File: src/rtl/core/sorted_multiset_predecessor_take_unit_assert.svh
// Assertion macros shared by the RTL of the sorted multiset block.
// Each check samples on the rising edge of clk and is disabled in reset.
`ifndef SORTED_MULTISET_PREDECESSOR_TAKE_UNIT_ASSERT_SVH
`define SORTED_MULTISET_PREDECESSOR_TAKE_UNIT_ASSERT_SVH

`ifndef SYNTHESIS
`define SMPT_CHECK(lbl, prop) \
	lbl: assert property (@(posedge clk) disable iff (!arst_n) prop) \
		else $error("sorted multiset check failed");
`define SMPT_NEVER(lbl, expr) \
	`SMPT_CHECK(lbl, !(expr))
`else
`define SMPT_CHECK(lbl, prop)
`define SMPT_NEVER(lbl, expr)
`endif

`endif

File: src/rtl/core/smpt_pkg.sv
`default_nettype none
package smpt_pkg;

	localparam int CAPACITY = 256;
	localparam int VAL_W    = 32;

	localparam logic OP_INSERT = 1'b0;
	localparam logic OP_TAKE   = 1'b1;

	localparam logic [1:0] ST_INSERTED = 2'd0;
	localparam logic [1:0] ST_TAKEN    = 2'd1;
	localparam logic [1:0] ST_NONE     = 2'd2;
	localparam logic [1:0] ST_FULL     = 2'd3;

	typedef struct packed {
		logic             op;
		logic [VAL_W-1:0] value;
	} cmd_t;

	typedef struct packed {
		logic [1:0]       status;
		logic [VAL_W-1:0] taken_value;
	} rsp_t;

	// Broadcast from the controller to every cell for one operation.
	typedef struct packed {
		logic             insert_en;
		logic             take_en;
		logic [VAL_W-1:0] value;
	} cell_ctrl_t;

endpackage
`default_nettype wire

File: src/rtl/core/smpt_cell.sv
`default_nettype none
module smpt_cell (
	input  wire logic                          clk,
	input  wire smpt_pkg::cell_ctrl_t          ctrl,
	input  wire logic                          occ,
	input  wire logic                          at_count,
	input  wire logic [smpt_pkg::VAL_W-1:0]    lo_data,
	input  wire logic                          lo_gt,
	input  wire logic [smpt_pkg::VAL_W-1:0]    up_data,
	input  wire logic                          up_le,
	output logic      [smpt_pkg::VAL_W-1:0]    data,
	output logic                               gt,
	output logic                               le,
	output logic      [smpt_pkg::VAL_W-1:0]    take_part
);

	logic [smpt_pkg::VAL_W-1:0] data_q;

	assign data = data_q;
	assign gt   = occ && (data_q > ctrl.value);
	assign le   = occ && !gt;

	// The last cell at or below the limit is the one removed on a take.
	assign take_part = (le && !up_le) ? data_q : '0;

	always_ff @(posedge clk) begin
		if (ctrl.insert_en && (gt || at_count)) begin
			// Open a slot: cells above the insert point move up by one.
			data_q <= lo_gt ? lo_data : ctrl.value;
		end else if (ctrl.take_en && !up_le) begin
			// Close the gap: cells from the removed one up move down by one.
			data_q <= up_data;
		end
	end

endmodule
`default_nettype wire

File: config.mk
export PLATFORM = sky130hd
export DESIGN_NAME = smpt_cell
export DESIGN_NICKNAME = d
export VERILOG_FILES = /design/src/rtl/core/sorted_multiset_predecessor_take_unit_assert.svh /design/src/rtl/core/smpt_pkg.sv /design/src/rtl/core/smpt_cell.sv
export SDC_FILE = /design/constraint.sdc
export NUM_CORES = 1
export LEC_CHECK = 0
export BUFFER_PORTS_ARGS = -buffer_cell sky130_fd_sc_hd__buf_2
export CORE_ASPECT_RATIO = 0.5
export CORE_UTILIZATION = 49
export CTS_CLUSTER_DIAMETER = 50
export DETAILED_ROUTE_END_ITERATION = 12
export PLACE_DENSITY_LB_ADDON = 0.08
export SLEW_MARGIN = 20
export SYNTH_ARGS = -nofsm -noshare
export SYNTH_HDL_FRONTEND = slang
export SYNTH_SLANG_ARGS = --single-unit
File: constraint.sdc
create_clock -name clk -period 8.84 [get_ports clk]
set_clock_uncertainty 0.2 [all_clocks]
set_input_delay 0.884 -clock clk [delete_from_list [all_inputs] [get_ports clk]]
set_output_delay 0.884 -clock clk [all_outputs]
set_load 0.02 [all_outputs]
# Word-level counts from Yosys, hierarchy flattened
# Index checks and enable logic that the tools add are counted.
op_classes:
  muxes: 4
  n_reduce_logical: 9
  magnitude_cmp: 1
op_table:
  columns: ["cell", "count"]
  rows:
  - ["$mux 32", 4]
  - ["$gt 32x32->1", 1]
  - ["$logic_and 1x1->1", 5]
  - ["$logic_not 1->1", 2]
  - ["$reduce_bool 2->1", 1]
  - ["$logic_or 1x1->1", 1]
totals:
  output_inout_bits: 66
  inputBits: 103
  regBits: 32
  word_cells: 15

# Longest topological paths before layout
# Gate-level depths: netlist (run 1).
depth:
  ltp_word: 6
  mapped_depth: 10
  depth_no_buf: 8

# Least setup slack after synthesis (run 1)
# Ideal clock, no wire load.
synth_timing:
  kind: "input-to-reg"
  start: "in ctrl[15] (netlist bit)"
  end: "reg data_q (netlist bit data[0]), enable pin"
  stages: 9
  path_slack_ns: 4.450
  required_time_ns: 7.982
  path_buffers: 1
  t_arrival_ns: 3.532
  setup_ns: 0.658
  path_cell_list: "inv_1 -> ha_1 -> nand4_1 -> nor4_1 -> and2_1 -> nor2_1 -> a211oi_4 -> buf_8 -> o21ai_0"
synth_via:
  elab_chain_len: 5
synth_lines:
  columns: ["element", "line", "rtl"]
  rows:
  - ["from (decl)", "smpt_cell.sv:4", "input wire smpt_pkg::cell_ctrl_t ctrl,"]
  - ["$gt 32x32->1", "smpt_cell.sv:20", "assign gt = occ && (data_q > ctrl.value);"]
  - ["$logic_and 1x1->1", "smpt_cell.sv:20", null]
  - ["$logic_or 1x1->1", "smpt_cell.sv:27", "if (ctrl.insert_en && (gt || at_count)) begin"]
  - ["$logic_and 1x1->1", "smpt_cell.sv:27", null]
  - ["$reduce_bool 2->1 (no line)", null, null]
  - ["to (signal assigned)", "smpt_cell.sv:29", "data_q <= lo_gt ? lo_data : ctrl.value;"]
  - ["to (signal assigned)", "smpt_cell.sv:32", "data_q <= up_data;"]
  - ["to (decl)", "smpt_cell.sv:17", "logic [smpt_pkg::VAL_W-1:0] data_q;"]
# Every way passes these cells.
# A chain may end at the register's enable or synchronous reset.

# Worst setup path in the final report (run 1)
layout_timing:
  start: "in ctrl[27] (netlist bit)"
  end: "out gt"
layout_via:
  elab_chain_len: 2
layout_lines:
  columns: ["element", "line", "rtl"]
  rows:
  - ["$gt 32x32->1", "smpt_cell.sv:20", null]
  - ["$logic_and 1x1->1", "smpt_cell.sv:20", null]
  - ["to (decl)", "smpt_cell.sv:12", "output logic gt,"]
# Every way passes these cells.

==> flow_summary.yaml, run 1 <==
clock_network:
  cts_max_level: 2
  post_cts_buffers: 0
  path_clk_slew_ns: 0.05
  cts_tree: "done"
  clock_sinks: 32
  hold_buffers: 0
  cts_buffer_depth: 2
  clk_latency_ns: 0.27
  numCtsBuffers: 5
  cts-resized-gates: 0
  clockRootBuffer: "clkbuf_16"
global_route:
  gr-total-overflow: 0
  grt_max_degree: 64
  track_usage: 0.236
  first_global_vias: 2470
  antenna_found_initial: 0
  grt_pass1_wl_mm: 11.6
routing:
  totalWireLength_mm: 7.55
  top_layer_used: "met4"
  met3_length_um: 509
  drtPass1Iterations: 4
  routedWlPerCell_um: 13.2
  num_vias: 2819
  wl_met2_mm: 3.31
  drc_errors: 0
  viasPerCell: 4.95
  drt_first_iter_violations: 146
  wl_met1_mm: 3.65
  ant_nets: 0
synth:
  netlist_instances: 336
  ys.flop_type: "edfxtp_1"
  syn_avg_cell_area_um2: 8.92
  yosys_warnings: 0
  synth_area_leaders: "edfxtp_1 32%, mux2_4 15%, ha_1 13%, nand2_1 9.0%, o21ai_0 6.0%"
  syn_nets: 471
  yosysUniqueCellTypes: 33
  synthArstFlopShare: 0
  synth_top_area_cell: "edfxtp_1"
  synth-edff-count: 32
  synth_most_common_cell: "nand2_1"
  ys_seq_area_frac: 0.321
  ys_seq_elements: 32
  ys_top_cells_by_count: "72 x nand2_1, 36 x o21ai_0, 34 x inv_1, 34 x nor2_1"
  yosysTopAreaCellShare: 0.321
  netlist_area_mm2: 0.00300
run_status:
  status: "complete, no violations"
timing:
  drv_slew: 0
  rsz0062_at_grt: "false"
  post-route-period-util: 0.489
  worst_slew_pin_slew_ns: 0.983
  fmax_ghz: 0.232
  setup_ws_ns: 4.52
  period_needed_ns: 4.32
  timing_hold_violations_final: 0
  slew_headroom: 0.342
  fin_setup_tns_ns: 0
  hold_ws_ns: 0.705
  setup-violations-final: 0
layout:
  syn_to_final_growth_pct: 33.3
  layout.cells.non_filler: 570
  design_area_mm2: 0.00400
  n_antenna_cell: 0
  largest_reg_flops: 32
  drive_gt1_frac: 0.441
  final_util: 0.703
  nNetsFinal: 631
  fillers: 512
place:
  dpl.cell_count: 562
  dp_slack_ns: 4.52
  portBuffers: 168
  gp_congestion: 0.774
  dp_hpwl_mm: 5.80
  dpl-instance-area_mm2: 0.00386
pwr:
  fin_total_pwr_mw: 0.582
  power.leakage_nw: 2.14
  ir_worst_vdd_mv: 0.0862
  power-per-cell-area_mw_per_mm2: 146
floorplan:
  dieHeight_um: 57.3
  die_w_um: 113
  row_count: 19
  core-area_mm2: 0.00568
  die_area_mm2: 0.00645
  io_pins: 169
  initial_core_util: 0.528
critical_path:
  end_kind: "primary output"
  r2r_slack_ns: 5.29
  cp_top_family: "simple AND/OR/NAND/NOR gates"
  slowest_stage: "o21ba_2"
  startpoint: "ctrl[27]"
  crit_arrival_ns: 3.23
  path_cells: "buf_2, inv_1, ha_1, nand4_2, or4_1, a31oi_1, o21ba_2, and2_1, buf_2"
  cpMostUsedCell: "buf_2"
  worstSetupStartpointType: "input port"
  r2r_start: "data[14]"
  critPathBufInv: 3
  critPathMaxStageDelay_ns: 0.64
  worstPathRequired_ns: 7.76
  ff2ff_path_depth: 8
  crit_path_max_fanout: 34
  crit_type: "input port to primary output"
  r2r-end: "data[20]"
min_path:
  min_to: "data[26]"
  whs_path_depth: 2
  min_from: "up_data[26]"
  hold_class: "input port to register"
flow_run:
  cap_viol_max_count: 0
-- layout make-up --
class	instances	area, um^2	area share
well taps	73	91.3	0.0229
repair buffers	171	871	0.218
multi-input cells	252	1810	0.453
inverters	34	128	0.0319
clock inverters	1	3.75	0.000940
flip-flops and latches	32	961	0.241
clock buffers	7	133	0.0332
-- layer usage --
metal	track usage	up-vias
li1	-	1478
met1	0.326	1227
met2	0.377	107
met3	0.0531	7
met4	0.0686	0
met5	0	-
-- how the worst max path moves through the flow --
stage	end	slack (ns)	depth (start not counted)
2_1_floorplan	data[0]	4.45	9
3_3_place_gp	data[21]	4.33	10
3_5_place_dp	gt	4.52	9
4_1_cts	gt	4.52	9
5_1_grt	gt	4.38	9
6_report	gt	4.52	9
-- cells by family after synthesis --
family | Yosys count | synth area share
DFF | 32 | 0.321
buffers and inverters | 52 | 0.0810
and+or+nand+nor | 126 | 0.183
AOI/OAI and AO/OA | 61 | 0.121
muxes | 33 | 0.160
adders and majority gates | 32 | 0.134
-- where the power goes --
part           switching (mW)  internal [mW]  total (mW)
combinational           0.121         0.0919       0.213
clock                  0.0597          0.103       0.163
sequential             0.0146          0.192       0.206
total                   0.195          0.387       0.582
-- placed cells by master, fill, tap and decap left out, types with 2 or more instances in the layout --
| master | instances |
|---|---|
| nand2_1 | 72 |
| buf_2 | 168 |
| nand4_1 | 5 |
| nor2_1 | 34 |
| and2_1 | 3 |
| mux2_4 | 29 |
| mux2_2 | 4 |
| clkbuf_16 | 5 |
| nand4_2 | 3 |
| buf_4 | 2 |
| clkbuf_1 | 2 |
| a21oi_1 | 15 |
| edfxtp_1 | 32 |
| ha_1 | 32 |
| o21ai_0 | 35 |
| inv_1 | 34 |
| nor2b_1 | 2 |
Note: power is estimated with default switching activity, not from simulation.
==> inputs of run 2 (changes only) <==
Settings changed: ABC_AREA set to 1, CORE_UTILIZATION 49 to 41.
Clock period 8.84 ns to 3.65 ns, I/O delays scaled along.
==> run 2 against run 1 <==
  * Sequential share of layout area increased by 0.16 points
  * Flip-flop and latch count unchanged
  * Synthesized area decreased by 1.8%
  * Sequential power increased by 140%
  * Via count increased by 9.9%
  * Register-to-register slack got worse by 4.5 ns
  * Clock power increased to 2.8 times the previous value
  * Global-route usage decreased by 2.4 points
  * First-iteration DRC count decreased by 36%
  * Largest power group is now registers
==> flow_summary.yaml, run 2 <==
layout:
  seq_area_um2: 961
  final_cell_mix: "168 x buf_2, 135 x nand2_1, 73 x inv_1, 39 x nor2_1, 34 x nand3_1"
  fillers: 691
  n_antenna_cell: 0
  multi_input_area_mm2: 0.00157
  drive_gt1_frac: 0.323
  final_common_cell: "buf_2"
  nNetsFinal: 722
  syn_to_final_growth_pct: 34.7
  largest_reg_flops: 32
timing:
  setup-violations-final: 0
  drv_slew: 0
  worst_slew_pin_slew_ns: 0.726
  period_needed_ns: 3.25
  rsz0062_at_grt: "false"
  fmax_ghz: 0.308
  slew_headroom: 0.514
  timing_hold_violations_final: 0
  fin_setup_tns_ns: 0
  post-route-period-util: 0.890
synth:
  yosys_warnings: 0
  yosysTopAreaCellShare: 0.326
  synth-edff-count: 32
  synth_most_common_cell: "nand2_1"
  synthArstFlopShare: 0
  syn_avg_cell_area_um2: 6.90
  ys_seq_area_frac: 0.326
  ys_top_cells_by_count: "135 x nand2_1, 73 x inv_1, 39 x nor2_1"
  yosysUniqueCellTypes: 22
  synth_top_area_cell: "edfxtp_1"
  syn_nets: 562
  ys_seq_elements: 32
  ys.flop_type: "edfxtp_1"
  netlist_instances: 427
  synth_area_leaders: "edfxtp_1 33%, nand2_1 17%, ha_1 14%, inv_1 9.3%, nand3_1 5.8%"
  netlist_area_mm2: 0.00295
critical_path:
  critPathBufInv: 1
  worstPathRequired_ns: 3.08
  crit_arrival_ns: 2.68
  path_cells: "ha_1, nand2_1, nand2_1, nand2_1, nand2_1, nand2_1, nand3_1, a21oi_1, nand2_1, a21boi_2, nand2_2, nor2_1, buf_2"
  cpMostUsedCell: "nand2_1"
  worstSetupStartpointType: "register"
  end_kind: "primary output"
  crit_type: "register to primary output"
  critPathMaxStageDelay_ns: 0.43
  slowest_stage: "nand2_2"
  crit_path_max_fanout: 32
  cp_top_family: "simple AND/OR/NAND/NOR gates"
min_path:
  hold_class: "input port to register"
place:
  dp_hpwl_mm: 5.96
  gp_congestion: 0.730
  portBuffers: 168
routing:
  totalWireLength_mm: 7.84
  drt_first_iter_violations: 93
  wl_met1_mm: 3.76
  ant_nets: 0
  viasPerCell: 4.56
  drc_errors: 0
  routedWlPerCell_um: 11.5
  drtPass1Iterations: 6
  wl_met2_mm: 3.57
  num_vias: 3098
  top_layer_used: "met4"
  met3_length_um: 486
clock_network:
  cts-resized-gates: 0
  post_cts_buffers: 0
  clockRootBuffer: "clkbuf_16"
  cts_tree: "done"
  clock_sinks: 32
  cts_buffer_depth: 2
  path_clk_slew_ns: 0.05
  numCtsBuffers: 5
  clk_latency_ns: 0.27
  hold_buffers: 0
  cts_max_level: 2
floorplan:
  row_count: 21
  die_area_mm2: 0.00755
  die_w_um: 122
  initial_core_util: 0.433
  core-area_mm2: 0.00681
  dieHeight_um: 61.9
  io_pins: 169
pwr:
  ir_worst_vdd_mv: 0.218
  power.leakage_nw: 2.39
  fin_total_pwr_mw: 1.40
  power-per-cell-area_mw_per_mm2: 354
run_status:
  status: "complete, no violations"
global_route:
  track_usage: 0.212
  grt_max_degree: 44
  grt_pass1_wl_mm: 12.1
  first_global_vias: 2624
  antenna_found_initial: 0
  gr-total-overflow: 0
flow_run:
  cap_viol_max_count: 0
[run 2: final timing paths]
| check | to | cells past startpoint | start | slack, ns |
|---|---|---|---|---|
| setup / recovery | take_part[21] | 13 | data[17] | 0.40 |
| hold / removal | data[17] | 3 | up_data[17] | 0.16 |
| setup reg to reg | data[21] | 14 | data[7] | 0.84 |
| hold reg to reg | data[17] | 9 | data[16] | 1.35 |
[run 2: per-layer routing]
layer	global-route usage	vias up
met2	0.374	99
met1	0.275	1331
met5	0	-
li1	-	1666
met4	0.0317	0
met3	0.0502	2
[run 2: final cells by class]
class,instances,share of cell area
well taps,92,0.0290
repair buffers,173,0.221
clock buffers,5,0.0315
flip-flops and latches,32,0.242
clock inverters,3,0.00946
inverters,74,0.0700
multi-input cells,301,0.397
[run 2: worst reg2reg max path, stage by stage, from the launching register on]
cell	delay, ns
edfxtp_1	0.41
ha_1	0.32
nand2_1	0.08
nor2_1	0.16
nand2_1	0.07
nand2_1	0.05
nand2_1	0.04
nand2_1	0.08
nand2_1	0.06
nand2_1	0.10
nand3_2	0.11
nand2_4	0.09
nand2_4	0.23
nand2_1	0.17
buf_4	0.29
[run 2: power by group]
group | internal, mW | switching, mW | total (mW)
Clock | 0.317 | 0.147 | 0.464
Sequential | 0.458 | 0.0307 | 0.489
Combinational | 0.171 | 0.280 | 0.451
[run 2: per-stage QoR]
| stage | hold slack, ns | utilization | instance area [um^2] | instances | worst slack (ns) |
|---|---|---|---|---|---|
| after floorplan | 0.344 | - | 2950 | 427 | 0.612 |
| after global placement | 0.430 | 0.559 | 3810 | 672 | 0.625 |
| after detailed placement | 0.431 | 0.559 | 3810 | 672 | 0.593 |
| after CTS | 0.152 | 0.583 | 3970 | 680 | 0.351 |
| after global routing | 0.153 | 0.583 | 3970 | 680 | 0.0664 |
| final | 0.156 | 0.583 | 3970 | 680 | 0.403 |
[run 2: logic make-up (layout without fill, tap and decap cells)]
kind of cell | Yosys count | count (layout) | share of synthesized area
flip-flops | 32 | 32 | 0.326
AO/OA/AOI/OAI | 49 | 49 | 0.0871
multiplexers | 1 | 1 | 0.00382
buffers and inverters | 94 | 255 | 0.139
adder cells (fa/ha/maj) | 32 | 32 | 0.136
AND/OR/NAND/NOR | 219 | 219 | 0.308
==> inputs of run 3 (changes only) <==
Settings changed: CORE_UTILIZATION 41 to 45.
Clock period 3.65 ns to 3.6 ns, I/O delays scaled along.
==> run 3 against run 2 <==
  * Sequential power up 2%
  * Largest power group unchanged
  * Via count down 0.65%
  * Critical path depth down 2
  * Worst setup slack worse by 0.093 ns
  * Final area down 0.91%
  * First-iteration DRC count down 8.6%
  * Register-to-register slack worse by 0.21 ns
  * Combinational power up 1%
==> flow_summary.yaml, run 3 (synthesis results as in run 2) <==
timing:
  post-route-period-util: 0.914
  fmax_ghz: 0.304
  worst_slew_pin_slew_ns: 0.708
  slew_headroom: 0.526
  drv_slew: 0
  hold_ws_ns: 0.150
  fin_setup_tns_ns: 0
  setup-violations-final: 0
  period_needed_ns: 3.29
  rsz0062_at_grt: "false"
  timing_hold_violations_final: 0
critical_path:
  cpMostUsedCell: "nor2_1"
  r2r-end: "data[6]"
  r2r_start: "data[7]"
  path_cells: "ha_1, a21oi_1, nor2_1, nor2_1, nand3_1, a21oi_1, nand2_1, a21boi_2, nand2_2, nor2_1, buf_2"
  critPathBufInv: 1
  worstSetupStartpointType: "register"
  crit_type: "register to primary output"
  crit_arrival_ns: 2.73
  worstPathRequired_ns: 3.04
  cp_top_family: "simple AND/OR/NAND/NOR gates"
  end_kind: "primary output"
  r2r_slack_ns: 0.63
  critPathMaxStageDelay_ns: 0.43
  slowest_stage: "edfxtp_1"
  crit_path_max_fanout: 32
  ff2ff_path_depth: 14
clock_network:
  numCtsBuffers: 5
  cts_buffer_depth: 2
  hold_buffers: 0
  cts_max_level: 2
  cts_tree: "done"
  path_clk_slew_ns: 0.05
  post_cts_buffers: 0
  cts-resized-gates: 0
  clockRootBuffer: "clkbuf_16"
  clk_latency_ns: 0.27
  clock_sinks: 32
pwr:
  p_clk_frac: 0.296
  netSwitchingPower_mw: 0.465
  ir_worst_vdd_mv: 0.198
  power.leakage_nw: 2.37
  intPower_mw: 0.887
  power_frac_comb: 0.337
  power_frac_seq: 0.367
  p_sw_frac: 0.344
  power-per-cell-area_mw_per_mm2: 344
place:
  dp_hpwl_mm: 5.99
  gp_congestion: 0.814
  portBuffers: 168
min_path:
  hold_class: "input port to register"
  min_to: "data[30]"
  min_from: "up_data[30]"
  whs_path_depth: 3
floorplan:
  row_count: 20
  die_area_mm2: 0.00689
  core-area_mm2: 0.00618
  io_pins: 169
  die_w_um: 116
  initial_core_util: 0.477
  dieHeight_um: 59.2
layout:
  final_cell_mix: "168 x buf_2, 135 x nand2_1, 73 x inv_1, 39 x nor2_1, 34 x nand3_1"
  n_antenna_cell: 0
  fillers: 616
  drive_gt1_frac: 0.324
  nNetsFinal: 721
  multi_input_area_mm2: 0.00157
  seq_area_um2: 961
  syn_to_final_growth_pct: 33.5
  largest_reg_flops: 32
  final_common_cell: "buf_2"
routing:
  drt_first_iter_violations: 85
  totalWireLength_mm: 7.76
  num_vias: 3078
  ant_nets: 0
  drc_errors: 0
  routedWlPerCell_um: 11.5
  viasPerCell: 4.56
  drtPass1Iterations: 5
global_route:
  first_global_vias: 2619
  antenna_found_initial: 0
  gr-total-overflow: 0
  grt_pass1_wl_mm: 11.8
  track_usage: 0.224
  grt_max_degree: 39
run_status:
  status: "complete, no violations"
flow_run:
  cap_viol_max_count: 0
## run 3: final cells by class
cell class / count / share of cell area
multi-input combinational: 301 / 0.400
sequential: 32 / 0.244
timing repair buffer: 172 / 0.221
inverter: 74 / 0.0706
clock buffer: 5 / 0.0318
tap: 88 / 0.0280
clock inverter: 3 / 0.00350
## run 3: power groups by stage
stage	logic [mW]	clock network, mW	registers, mW
floorplan	0.261	0	0.545
global placement	0.452	0	0.503
CTS	0.460	0.405	0.497
detailed placement	0.457	0	0.504
global route	0.521	0.426	0.502
finish	0.456	0.400	0.497
## run 3: worst max-delay path by stage
stage,from,to,cells after the start
2_1_floorplan,data[23],data[0],12
3_3_place_gp,ctrl[21],take_part[8],13
3_5_place_dp,ctrl[21],take_part[21],13
4_1_cts,data[21],take_part[21],11
5_1_grt,data[27],take_part[9],11
6_report,data[21],take_part[11],11
## run 3: through the flow
step                      power [mW]  setup WS (ns)  utilization  area [um^2]  instances
after detailed placement       0.961          0.569        0.614         3790        667
after global placement         0.956          0.605        0.614         3790        667
after floorplan                0.806          0.562            -         2950        427
final                           1.35          0.309        0.636         3930        675
after global routing            1.45        0.00531        0.636         3930        675
after CTS                       1.36          0.269        0.636         3930        675
## run 3: routing by layer
layer,GRT usage,vias up,part of all wire
li1,-,1662,-
met1,0.302,1314,0.49
met2,0.374,100,0.44
met3,0.0542,2,0.071
met4,0.0330,0,0.0032
met5,0,-,0
## run 3: worst register-to-register path: stages, from the launching register on
cell and delay, ns:
edfxtp_1 0.43, ha_1 0.32, nand2_1 0.07, nor2_1 0.18
nand2_1 0.07, nand2_1 0.05, nand2_1 0.04, nand2_1 0.06
nand2_1 0.05, nand2_1 0.10, nand3_2 0.11, nand2_4 0.33
nand2_4 0.23, nand2_1 0.14, buf_4 0.26
